### src/rtl/core/she_pkg.sv
// Shared types, character codes and entity string tables for the snippet HTML escaper.
// Used by she_front, she_tokq, she_back and snippet_html_escaper. No dependencies.
`default_nettype none

package she_pkg;

	// token kinds: one literal byte, or one fixed string
	localparam logic [3:0] TK_LIT  = 4'd0;
	localparam logic [3:0] TK_QUOT = 4'd1;
	localparam logic [3:0] TK_APOS = 4'd2;
	localparam logic [3:0] TK_GT   = 4'd3;
	localparam logic [3:0] TK_AMP  = 4'd4;
	localparam logic [3:0] TK_LT   = 4'd5;
	localparam logic [3:0] TK_B    = 4'd6;	// tags follow in match order
	localparam logic [3:0] TK_BC   = 4'd7;
	localparam logic [3:0] TK_BR   = 4'd8;
	localparam logic [3:0] TK_WBR  = 4'd9;

	localparam logic [7:0] CH_AMP    = 8'h26;
	localparam logic [7:0] CH_LT     = 8'h3C;
	localparam logic [7:0] CH_GT     = 8'h3E;
	localparam logic [7:0] CH_QUOT   = 8'h22;
	localparam logic [7:0] CH_APOS   = 8'h27;
	localparam logic [7:0] CH_LBRACE = 8'h7B;
	localparam logic [7:0] CH_SP     = 8'h20;
	localparam logic [7:0] CH_TAB    = 8'h09;
	localparam logic [7:0] CH_CR     = 8'h0D;

	localparam int QDEPTH = 4;
	localparam int QAW    = $clog2(QDEPTH);

	typedef struct packed {
		logic [3:0] kind;
		logic [7:0] lit;
		logic       last;	// last result of this transaction
		logic       done;	// last result of the string
	} tok_t;

	typedef struct packed {
		logic       hit;
		logic       pend;
		logic [1:0] k;
	} tag_res_t;

	function automatic logic [2:0] str_len(input logic [3:0] kind);
		logic [2:0] len;
		case (kind)
			TK_QUOT: len = 3'd6;
			TK_APOS: len = 3'd5;
			TK_GT:   len = 3'd4;
			TK_AMP:  len = 3'd5;
			TK_LT:   len = 3'd4;
			TK_B:    len = 3'd3;
			TK_BC:   len = 3'd4;
			TK_BR:   len = 3'd4;
			TK_WBR:  len = 3'd5;
			default: len = 3'd1;
		endcase
		return len;
	endfunction

	function automatic logic [7:0] str_char(input logic [3:0] kind, input logic [2:0] idx);
		logic [47:0] s;
		logic [2:0]  sh;
		case (kind)
			TK_QUOT: s = "&quot;";
			TK_APOS: s = {8'h00, "&#39;"};
			TK_GT:   s = {16'h0000, "&gt;"};
			TK_AMP:  s = {8'h00, "&amp;"};
			TK_LT:   s = {16'h0000, "&lt;"};
			TK_B:    s = {24'h000000, "<b>"};
			TK_BC:   s = {16'h0000, "</b>"};
			TK_BR:   s = {16'h0000, "<br>"};
			TK_WBR:  s = {8'h00, "<wbr>"};
			default: s = 48'h0;
		endcase
		sh = str_len(kind) - 3'd1 - idx;
		return s[{sh, 3'b000} +: 8];
	endfunction

endpackage

`default_nettype wire

### src/rtl/core/she_front.sv
// Front end: accepts bytes, keeps the lookahead window, matches tags and
// emits one token per cycle while tok_stall is low. Depends on she_pkg.
`default_nettype none

module she_front
	import she_pkg::*;
(
	input  wire logic       clk,
	input  wire logic       arst_n,
	input  wire logic       in_valid,
	output logic            in_stall,
	input  wire logic [7:0] in_byte,
	input  wire logic       end_of_string,
	output logic            tok_valid,
	output tok_t            tok,
	input  wire logic       tok_stall
);

	logic [4:0][7:0] hold_q;
	logic [2:0]      n_q;
	logic [2:0]      pos_q;
	logic            busy_q;
	logic            flush_q;
	logic            eos_q;
	logic            bold_q;

	function automatic logic [4:0][7:0] win(input logic [4:0][7:0] b, input logic [2:0] p);
		logic [4:0][7:0] w;
		logic [3:0]      ix;
		for (int i = 0; i < 5; i++) begin
			ix = {1'b0, p} + 4'(i);
			w[i] = (ix < 4'd5) ? b[ix[2:0]] : 8'h00;
		end
		return w;
	endfunction

	function automatic tag_res_t tag_eval(input logic [4:0][7:0] w, input logic [2:0] rem,
			input logic eos, input logic bold);
		tag_res_t   r;
		logic       pre;
		logic       skip;
		logic [2:0] len;
		logic [3:0] kd;
		r = '0;
		for (int k = 0; k < 4; k++) begin
			kd   = TK_B + 4'(k);
			len  = str_len(kd);
			skip = (k == 0 && bold) || (k == 1 && !bold);
			pre  = 1'b1;
			for (int i = 0; i < 5; i++) begin
				if (3'(i) < len && 3'(i) < rem && w[i] != str_char(kd, 3'(i)))
					pre = 1'b0;
			end
			if (!r.hit && !r.pend && !skip && pre) begin
				if (rem >= len) begin
					r.hit = 1'b1;
					r.k   = 2'(k);
				end else if (!eos) begin
					r.pend = 1'b1;
				end
			end
		end
		return r;
	endfunction

	function automatic logic must_hold(input logic [4:0][7:0] w, input logic [2:0] rem,
			input logic eos, input logic bold);
		tag_res_t r;
		r = tag_eval(w, rem, eos, bold);
		return (w[0] == CH_AMP && rem == 3'd1 && !eos) || (w[0] == CH_LT && r.pend);
	endfunction

	logic [4:0][7:0] w0, w1, base_buf, next_buf;
	logic [2:0]      rem0, rem1, adv, p1, base_n;
	tag_res_t        tr0;
	logic            hold0, hold1, in_rng1, fin_step, flush_need, bold_nx;
	logic            progress, fin, in_acc;
	logic [7:0]      c;
	tok_t            tk;

	always_comb begin
		w0    = win(hold_q, pos_q);
		rem0  = n_q - pos_q;
		tr0   = tag_eval(w0, rem0, eos_q, bold_q);
		hold0 = must_hold(w0, rem0, eos_q, bold_q);
		c     = w0[0];

		tk      = '0;
		adv     = 3'd1;
		bold_nx = bold_q;
		if (c == CH_AMP) begin
			if (rem0 >= 3'd2 && w0[1] == CH_LBRACE) begin
				tk.kind = TK_AMP;
			end else begin
				tk.kind = TK_LIT;
				tk.lit  = CH_AMP;
			end
		end else if (c == CH_LT) begin
			if (tr0.hit) begin
				tk.kind = TK_B + {2'b00, tr0.k};
				adv     = str_len(tk.kind);
				if (tr0.k == 2'd0)
					bold_nx = 1'b1;
				else if (tr0.k == 2'd1)
					bold_nx = 1'b0;
			end else begin
				tk.kind = TK_LT;
			end
		end else if (c == CH_QUOT) begin
			tk.kind = TK_QUOT;
		end else if (c == CH_APOS) begin
			tk.kind = TK_APOS;
		end else if (c == CH_GT) begin
			tk.kind = TK_GT;
		end else if (c >= CH_TAB && c <= CH_CR) begin
			tk.kind = TK_LIT;
			tk.lit  = CH_SP;
		end else begin
			tk.kind = TK_LIT;
			tk.lit  = c;
		end

		p1       = pos_q + adv;
		in_rng1  = p1 < n_q;
		rem1     = n_q - p1;
		w1       = win(hold_q, p1);
		hold1    = in_rng1 && must_hold(w1, rem1, eos_q, bold_nx);
		fin_step = !in_rng1 || hold1;
		// an open bold at end of string needs an extra flush step that emits </b>
		flush_need = fin_step && eos_q && bold_nx;
		tk.last    = fin_step && !flush_need;
		tk.done    = tk.last && eos_q;

		if (flush_q) begin
			tk      = '0;
			tk.kind = TK_BC;
			tk.last = 1'b1;
			tk.done = 1'b1;
		end

		tok_valid = busy_q && (flush_q || !hold0);
		tok       = tk;
		progress  = !tok_valid || !tok_stall;
		fin       = busy_q && progress && (flush_q || hold0 || (fin_step && !flush_need));

		// lookahead left behind for the next transaction
		base_buf = hold_q;
		base_n   = n_q;
		if (busy_q) begin
			if (flush_q) begin
				base_n = 3'd0;
			end else if (hold0) begin
				base_buf = w0;
				base_n   = rem0;
			end else if (hold1) begin
				base_buf = w1;
				base_n   = rem1;
			end else begin
				base_n = 3'd0;
			end
		end

		in_stall = busy_q && !fin;
		in_acc   = in_valid && !in_stall;
		next_buf = base_buf;
		next_buf[base_n] = in_byte;
	end

	always_ff @(posedge clk or negedge arst_n) begin
		if (!arst_n) begin
			busy_q  <= 1'b0;
			flush_q <= 1'b0;
			bold_q  <= 1'b0;
			eos_q   <= 1'b0;
			n_q     <= 3'd0;
			pos_q   <= 3'd0;
		end else begin
			if (busy_q && progress) begin
				if (flush_q)
					bold_q <= 1'b0;
				else if (!hold0)
					bold_q <= bold_nx;
			end
			if (in_acc) begin
				busy_q  <= 1'b1;
				flush_q <= 1'b0;
				n_q     <= base_n + 3'd1;
				pos_q   <= 3'd0;
				eos_q   <= end_of_string;
			end else if (fin) begin
				busy_q  <= 1'b0;
				flush_q <= 1'b0;
				n_q     <= base_n;
			end else if (busy_q && progress && !flush_q) begin
				if (flush_need)
					flush_q <= 1'b1;
				else
					pos_q <= p1;
			end
		end
	end

	always_ff @(posedge clk) begin
		if (in_acc)
			hold_q <= next_buf;
		else if (fin)
			hold_q <= base_buf;
	end

endmodule

`default_nettype wire

### src/rtl/core/she_tokq.sv
// Token queue between front and back end, four entries in flip-flops.
// Depends on she_pkg.
`default_nettype none

module she_tokq
	import she_pkg::*;
(
	input  wire logic clk,
	input  wire logic arst_n,
	input  wire logic push_valid,
	output logic      push_stall,
	input  wire tok_t push_tok,
	output logic      head_valid,
	output tok_t      head_tok,
	input  wire logic pop
);

	tok_t           mem_q [QDEPTH];
	logic [QAW-1:0] wr_q, rd_q;
	logic [QAW:0]   cnt_q;
	logic           do_push, do_pop;

	assign push_stall = cnt_q == (QAW+1)'(QDEPTH);
	assign head_valid = cnt_q != '0;
	assign head_tok   = mem_q[rd_q];
	assign do_push    = push_valid && !push_stall;
	assign do_pop     = pop && head_valid;

	always_ff @(posedge clk or negedge arst_n) begin
		if (!arst_n) begin
			wr_q  <= '0;
			rd_q  <= '0;
			cnt_q <= '0;
		end else begin
			if (do_push)
				wr_q <= wr_q + 1'b1;
			if (do_pop)
				rd_q <= rd_q + 1'b1;
			if (do_push && !do_pop)
				cnt_q <= cnt_q + 1'b1;
			else if (do_pop && !do_push)
				cnt_q <= cnt_q - 1'b1;
		end
	end

	always_ff @(posedge clk) begin
		if (do_push)
			mem_q[wr_q] <= push_tok;
	end

endmodule

`default_nettype wire

### src/rtl/core/she_back.sv
// Back end: expands tokens into output bytes in the output register, one per
// cycle while out_stall is low. Depends on she_pkg.
`default_nettype none

module she_back
	import she_pkg::*;
(
	input  wire logic clk,
	input  wire logic arst_n,
	input  wire logic head_valid,
	input  wire tok_t head_tok,
	output logic      pop,
	output logic      out_valid,
	input  wire logic out_stall,
	output logic [7:0] out_byte,
	output logic      run_last,
	output logic      string_done
);

	logic [2:0] idx_q;
	logic       valid_q;
	logic [7:0] byte_q;
	logic       last_q, done_q;
	logic [7:0] ch;
	logic       end_tok, load;

	assign ch      = (head_tok.kind == TK_LIT) ? head_tok.lit : str_char(head_tok.kind, idx_q);
	assign end_tok = idx_q == str_len(head_tok.kind) - 3'd1;
	assign load    = head_valid && (!valid_q || !out_stall);
	assign pop     = load && end_tok;

	always_ff @(posedge clk or negedge arst_n) begin
		if (!arst_n) begin
			valid_q <= 1'b0;
			idx_q   <= 3'd0;
		end else begin
			if (load)
				valid_q <= 1'b1;
			else if (!out_stall)
				valid_q <= 1'b0;
			if (load)
				idx_q <= end_tok ? 3'd0 : idx_q + 3'd1;
		end
	end

	always_ff @(posedge clk) begin
		if (load) begin
			byte_q <= ch;
			last_q <= head_tok.last && end_tok;
			done_q <= head_tok.done && end_tok;
		end
	end

	assign out_valid   = valid_q;
	assign out_byte    = byte_q;
	assign run_last    = last_q;
	assign string_done = done_q;

endmodule

`default_nettype wire

### src/rtl/core/snippet_html_escaper.sv
// Snippet HTML escaper: input byte stream in, escaped byte stream out.
// Top level; instantiates she_front, she_tokq and she_back. Depends on she_pkg.
//
// Input channel (in_valid / in_stall): one byte per transaction, end_of_string
// set on the last byte of a string. Output channel (out_valid / out_stall):
// one escaped byte per transaction; run_last marks the last byte caused by an
// input transaction, string_done the last byte of the whole string.
// Entities, tag whitelist and bold closing follow the escaping rules; a '<'
// and up to three bytes after it, or a trailing '&', are held back until the
// next byte decides them, so some transactions yield no output at once.
// A byte passes the front-end hold register, a token queue entry and the output
// register on its way out. The front end decides one token per cycle while the
// queue takes it, and takes a new byte in the cycle its previous byte finishes;
// released lookahead yields its tokens before a new byte is taken. The back end
// emits one byte per cycle while out_stall is low, so an entity takes one output
// slot per byte (up to six) and output bandwidth sets the sustained rate. A
// four-entry token queue sits between the two. A stalled receiver holds the
// output register; the queue then fills and in_stall rises. Reset clears bold
// state, held bytes and the queue; no clearing pass is needed.
`default_nettype none

module snippet_html_escaper
	import she_pkg::*;
(
	input  wire logic       clk,
	input  wire logic       arst_n,
	input  wire logic       in_valid,
	output logic            in_stall,
	input  wire logic [7:0] in_byte,
	input  wire logic       end_of_string,
	output logic            out_valid,
	input  wire logic       out_stall,
	output logic [7:0]      out_byte,
	output logic            run_last,
	output logic            string_done
);

	logic tok_valid, tok_stall, head_valid, pop;
	tok_t tok, head_tok;

	she_front u_front (
		.clk           (clk),
		.arst_n        (arst_n),
		.in_valid      (in_valid),
		.in_stall      (in_stall),
		.in_byte       (in_byte),
		.end_of_string (end_of_string),
		.tok_valid     (tok_valid),
		.tok           (tok),
		.tok_stall     (tok_stall)
	);

	she_tokq u_tokq (
		.clk        (clk),
		.arst_n     (arst_n),
		.push_valid (tok_valid),
		.push_stall (tok_stall),
		.push_tok   (tok),
		.head_valid (head_valid),
		.head_tok   (head_tok),
		.pop        (pop)
	);

	she_back u_back (
		.clk         (clk),
		.arst_n      (arst_n),
		.head_valid  (head_valid),
		.head_tok    (head_tok),
		.pop         (pop),
		.out_valid   (out_valid),
		.out_stall   (out_stall),
		.out_byte    (out_byte),
		.run_last    (run_last),
		.string_done (string_done)
	);

endmodule

`default_nettype wire
### config.mk
export PLATFORM = sky130hd
export DESIGN_NAME = snippet_html_escaper
export DESIGN_NICKNAME = d
export VERILOG_FILES = /design/src/rtl/core/she_pkg.sv /design/src/rtl/core/she_front.sv /design/src/rtl/core/she_tokq.sv /design/src/rtl/core/she_back.sv /design/src/rtl/core/snippet_html_escaper.sv
export SDC_FILE = /design/constraint.sdc
export NUM_CORES = 1
export LEC_CHECK = 0
export ABC_CLOCK_PERIOD_IN_PS = 14440
export BUFFER_PORTS_ARGS = -buffer_cell sky130_fd_sc_hd__buf_2
export CAP_MARGIN = 40
export CORE_ASPECT_RATIO = 1.1
export CORE_MARGIN = 2
export CORE_UTILIZATION = 50
export CTS_CLUSTER_SIZE = 16
export DETAILED_ROUTE_END_ITERATION = 7
export PLACE_DENSITY = 0.66
export RECOVER_POWER = 25
export SLEW_MARGIN = 20
export SYNTH_ARGS = -nofsm -noshare
export SYNTH_HDL_FRONTEND = slang
export SYNTH_HIERARCHICAL = 1
export SYNTH_SLANG_ARGS = --single-unit
export TNS_END_PERCENT = 100
### constraint.sdc
create_clock -name clk -period 14.44 [get_ports clk]
set_input_delay 4.332 -clock clk [delete_from_list [all_inputs] [get_ports clk]]
set_output_delay 4.332 -clock clk [all_outputs]
set_load 0.01 [all_outputs]
[Yosys cells after proc, flatten, opt, wreduce, memory -nomap -nowiden]
Memories as Yosys holds them, arrays and structs flattened.
Index checks and enable logic that the tools add are counted.
Word-level totals
  register bits after elaboration: 71
  bits in writable memories: 56
  bits in read-only memories: 736
  input bits: 13
  output and inout port bits: 12
  logic and storage cells: 382
  memories kept: 5
Cells by class
  add/subtract/negate cells: 21
  order comparisons: 42
  equality and inequality tests: 37
  shift-type cells: 1
  mux-type cells: 147
  reduce and logical (&&, ||, !) cells: 110
Memories
  (no name shown): depth 16, width 37, rd ports 1, clocked after Yosys merged registers in 0, wr ports 0, RTL line she_pkg.sv:65  | case (kind)
  u_tokq.mem_q: depth 4, width 14, rd ports 1, clocked after Yosys merged registers in 0, wr ports 1, RTL line she_tokq.sv:18  | tok_t mem_q [QDEPTH];
  (no name shown): depth 16, width 3, rd ports 1, clocked after Yosys merged registers in 0, wr ports 0, RTL line she_pkg.sv:47  | case (kind)
  (no name shown): depth 16, width 3, rd ports 1, clocked after Yosys merged registers in 0, wr ports 0, RTL line she_pkg.sv:47
  (no name shown): depth 16, width 3, rd ports 1, clocked after Yosys merged registers in 0, wr ports 0, RTL line she_pkg.sv:47
Operator list (count)
  8-bit binary-select mux with 3-bit select: 10
  40-bit 2-to-1 mux: 6
  8-bit 2-to-1 mux: 27
  8-bit by 6-bit != test with 1-bit output, second input constant: 10
  8-bit by 7-bit != test with 1-bit output, second input constant: 10
  1-bit logical AND: 64
  1-bit 2-to-1 mux: 63
  8-bit by 6-bit equality test with 1-bit output, second input constant: 7
  3-bit 2-to-1 mux: 18
  48-bit by 7-bit indexed part select with 8-bit output: 1
  3-bit by 4-bit < comparator with 1-bit output, second input constant: 11
  40-bit bitwise mux: 1
  4-bit 2-to-1 mux: 9
  4-bit by 3-bit < comparator with 1-bit output, second input constant: 8
  1-bit zero test: 27
  8-bit demux with 3-bit select: 1
  2-bit 2-to-1 mux: 9
  3-bit by 2-bit adder with 4-bit output, second input constant: 4
  14-bit 2-to-1 mux: 1
  3-bit greater-or-equal comparator, second input constant: 4
  1-bit by 3-bit < comparator with 1-bit output, first input constant: 4
  2-bit by 3-bit < comparator with 1-bit output, first input constant: 4
  12-bit 2-to-1 mux: 1
  3-bit by 1-bit adder with 3-bit output, second input constant: 3
  other kinds (29): 55

[Logic depth before layout (Yosys ltp)]
An unclocked memory read counts as a cell.
  depth after elaboration: 68
  mapped depth: 43
  gate-level depth less buffers: 36

[By module]
Netlist, hierarchy kept.
By module, submodules not included
  she_front: instances 1, cells each 1089, area an instance 8598.2 µm², seq. area each 1451.4 µm²
  she_tokq: instances 1, cells each 108, area an instance 2477.4 µm², seq. area each 1856.8 µm²
  she_back: instances 1, cells each 162, area an instance 1378.8 µm², seq. area each 400.4 µm²

[Least setup slack after synthesis]
OpenSTA, ideal clock, no wires.
  kind: register to output
  start: register u_front.pos_q[1]
  end: output port in_stall
  arrival: 8.368 ns
  data required time: 10.108 ns
  setup slack: 1.740 ns
  stages on the path, launching flop included: 38
  buffers on the path: 9
  cell sequence: dfrtp_1 -> buf_2 -> inv_1 -> clkbuf_1 -> ha_1 -> buf_2 -> nor2b_1 -> clkbuf_1 -> a221oi_4 -> nand4_2 -> nor4_1 -> nor2_1 -> a21oi_1 -> a41oi_1 -> ha_1 -> nand2_1 -> ha_1 -> fa_1 -> (+2 left out) -> buf_2 -> clkbuf_1 -> ha_1 -> clkbuf_1 -> clkbuf_1 -> nor2_1 -> nor2_1 -> a21oi_1 -> nor4_1 -> a31oi_1 -> nor3b_1 -> nand3_1 -> o21ai_0 -> a21bo_1 -> a211o_1 -> buf_6 -> a21oi_1 -> nor2_1
On the way
  word-level cells in the longest chain between the ends: 64
  elaborated cells on any way between the ends: 237
  classes of those cells: add/sub: 12; order compare: 27; eq/ne: 27; mux: 94; reduce/logical: 76; memory: 1
Ends and longest elaborated chain
  start: declaration: RTL line she_front.sv:21  | logic [2:0] pos_q;
  start signal: assignment: RTL line she_front.sv:198  | pos_q <= p1;
  parallel branches: the longest is 61 deep, another holds 3-bit by 1-bit adder with 4-bit output
  1-bit logical AND *: RTL line she_front.sv:144  | fin = busy_q && progress && (flush_q || hold0 || (fin_step && !flush_need));
  1-bit zero test *: RTL line she_front.sv:163  | in_stall = busy_q && !fin;
  1-bit logical AND *: RTL line she_front.sv:163
  end: declaration: RTL line snippet_html_escaper.sv:28  | output logic in_stall,
Mark *: on every way between the ends. The select of a mux whose other input is x is not followed.

[Final worst setup path]
  start: register u_front.pos_q[0]
  end: output port in_stall
Same word-level chain as after synthesis.

==> metrics.csv <==
stage;metric;value;unit
detailed_routing;initialDrtViolationCount;1734;
final_layout;nNetsFinal;1397;
detailed_routing;ant_nets;0;
worst_setup_path;endpoint_kind;output pin;
final_layout;drive_gt1_frac;0.161;
grt;grt_remaining_overflow;0;
timing;max_freq;70.4;MHz
final_layout;multiInputGateArea;0.00811;sq mm
yosys;synthesis.nets;1409;
clock_network;cts.path.max_buffers;2;
worst_setup_path;slowest_stage;or4bb_1;
final_layout;n_antenna_cell;0;
hold_path;min_to;u_back/out_valid;
place;io_buffers;24;
yosys;synth_seq_cells;127;
yosys;synth_area;0.0125;sq mm
timing;setup_viol;0;
die;pin_count;25;
yosys;yosysUniqueCellTypes;110;
place;gp_congestion;1.10;
place;dp_hpwl;34700;microns
worst_setup_path;cp-start-kind;flop;
worst_setup_path;reg2reg_setup_slack;3350;ps
worst_setup_path;cp.required;10110;ps
detailed_routing;vias_per_cell;7.17;
worst_setup_path;rr_startpoint;u_front/pos_q[0];
die;initial_utilization;0.509;
grt;antenna_found_initial;0;
run_status;status;completed;
die;rows;60;
timing;fin_crit_sh;0.984;
die;die_x;154;microns
worst_setup_path;critPathMaxFanout;47;
hold_path;hold_depth;1;
timing;whs;498;ps
yosys;synth_enable_flop_cells;106;
grt;grt_pass1_wl;70500;microns
flow_run;drv_cap;0;
timing;fin_crit;14210;ps
grt;grt_pass1_vias;11200;
clock_network;cts-root-buf;clkbuf_16;
grt;grt_max_degree;49;
yosys;synth_area_per_cell;9.16;sq um
detailed_routing;dr.pass1.iters;6;
yosys;ys.flop_type;edfxtp_1;
worst_setup_path;ff2ff_path_depth;30;
die;coreArea;0.0245;sq mm
timing;hold_viol;0;
worst_setup_path;cp.arrival;9880;ps
final_layout;register_area;0.00371;sq mm
clock_network;clkLatencyLatePin;430;ps
hold_path;hp-start;u_back/out_valid;
clock_network;htreeDepth;4;
worst_setup_path;rr_endpoint;u_front/hold_q[34];
clock_network;path_clk_slew;60;ps
final_layout;final_util;0.550;
timing;tightest_slew;870;ps
die;die-area;0.0262;sq mm
clock_network;cts_buffers;17;
clock_network;clock-sinks;127;
detailed_routing;totalWireLength;47700;microns
timing;relSlewSlack;0.417;
hold_path;min_path_type;flop to flop;
worst_setup_path;crit_path_max_incr_delay;570;ps
final_layout;area_growth;7.99;%
detailed_routing;vias;12000;
worst_setup_path;cp_common_cell;buf_4;
detailed_routing;drc_errors;0;
clock_network;tritoncts;done;
timing;clock_skew;15.6;ps
detailed_routing;wire_per_inst;28.6;microns
final_layout;fillers;2255;
yosys;yosysSeqAreaShare;0.298;
worst_setup_path;critPathKind;flop to output pin;
die;chipHeight;170;microns
yosys;async_flop_share;0.165;
grt;grt_usage;0.361;
yosys;postSynthCellCount;1359;
timing;drv_slew;0;
yosys;synth_warnings;6;
==> critical path, delay by kind of cell (launching register included) <==
family          cells  cell delay, ps
xor+xnor            1             360
simple gates       10            2820
fa+ha+maj           5            1850
buf+inv             4            1090
flops               1             480
compound gates     10            2790
==> sequential cells by signal, indices dropped and copies added (netlist names), 2 cells and up <==
| register | flops |
|---|---|
| u_front/n_q | 3 |
| u_tokq/cnt_q | 3 |
| u_back/idx_q | 3 |
| u_tokq/mem_q | 56 |
| u_front/hold_q | 40 |
| u_tokq/wr_q | 2 |
| u_front/pos_q | 3 |
| u_tokq/rd_q | 2 |
| u_back/out_byte | 8 |
==> through the flow <==
| stage | std cells | setup slack (ps) | TNS [ps] | instance area, sq um |
|---|---|---|---|---|
| finish | 1670 | 229 | 0 | 13400 |
| global route | 1670 | -31.8 | -31.8 | 13400 |
| CTS | 1667 | 124 | 0 | 13400 |
| detailed placement | 1635 | 646 | 0 | 12800 |
| global placement | 1635 | 627 | 0 | 12800 |
| floorplan | 1359 | 1740 | 0 | 12500 |
==> cells by family (layout without fill, tap and decap cells) <==
kind of cell / count (synthesis) / in the layout / share of synthesized area
xor+xnor: 25 / 26 / 0.0230
flops: 127 / 127 / 0.298
fa+ha+maj: 37 / 37 / 0.0402
buf+inv: 154 / 154 / 0.0559
simple gates: 473 / 473 / 0.210
mux: 169 / 169 / 0.164
compound gates: 374 / 374 / 0.209
==> worst max path at each step <==
| stage | start | endpoint | slack (ps) | cells after the start |
|---|---|---|---|---|
| 3_5_place_dp | u_front/pos_q[0] | in_stall | 650 | 31 |
| 5_1_grt | u_front/pos_q[0] | in_stall | -30 | 31 |
| 4_1_cts | u_front/pos_q[0] | in_stall | 120 | 31 |
| 2_1_floorplan | u_front/pos_q[1] | in_stall | 1740 | 37 |
| 3_3_place_gp | u_front/pos_q[0] | in_stall | 630 | 31 |
| 6_report | u_front/pos_q[0] | in_stall | 230 | 30 |
==> Yosys cell counts (all sizes together), types with 32 or more instances <==
cell,count,area (sq um)
o22ai,35,219
buf,45,284
mux2,46,533
o21ai,61,305
nand3,46,230
nor2,96,363
ha,32,400
nor3,38,195
inv,43,161
a21oi,96,503
nand2,94,353
mux2i,101,1010
clkbuf,62,233
edfxtp,106,3180
==> layout by cell type, fill, tap and decap left out, types with 11 or more instances in the layout <==
master and instances:
edfxtp_1 106, mux2i_1 101, nand2_1 94, a21oi_1 94
nor2_1 93, o21ai_0 59, buf_4 49, nand3_1 46
inv_1 41, nor3_1 36, mux2_2 36, o22ai_1 35
ha_1 30, nand2b_1 27, nand4_1 25, buf_2 24
nor4_1 21, mux4_2 21, dfrtp_1 20, and2_1 19
clkbuf_16 18, a22oi_1 18, o211ai_1 17, nor2b_1 13
a21o_1 13, a31oi_1 13, xnor2_1 12, nand3b_1 12
or3_1 11
==> metal layers <==
layer / wire length [microns] / global-route usage / vias to the layer above / share of wire
li1: - / - / 5232 / -
met1: 17800 / 0.440 / 5709 / 0.37
met2: 21700 / 0.583 / 797 / 0.46
met3: 4300 / 0.0626 / 231 / 0.090
met4: 3920 / 0.249 / 0 / 0.082
met5: 0 / 0 / - / 0
==> cell type report <==
type | instances | area share
Inverter | 47 | 0.0136
Timing Repair Buffer | 75 | 0.0378
Multi-Input combinational cell | 1079 | 0.603
Clock inverter | 12 | 0.00633
Clock buffer | 20 | 0.0348
Sequential cell | 127 | 0.276
Tap cell | 310 | 0.0288
==> timing repair <==
item                       4_1_cts  5_1_grt
resized for setup                0        9
setup endpoints to repair        0        1
hold buffers                     0        0
buffers inserted                 0        0
Power is left out: the tool's default activity adds up to more than one toggle a clock period on the data nets, which glitch-free logic cannot reach.
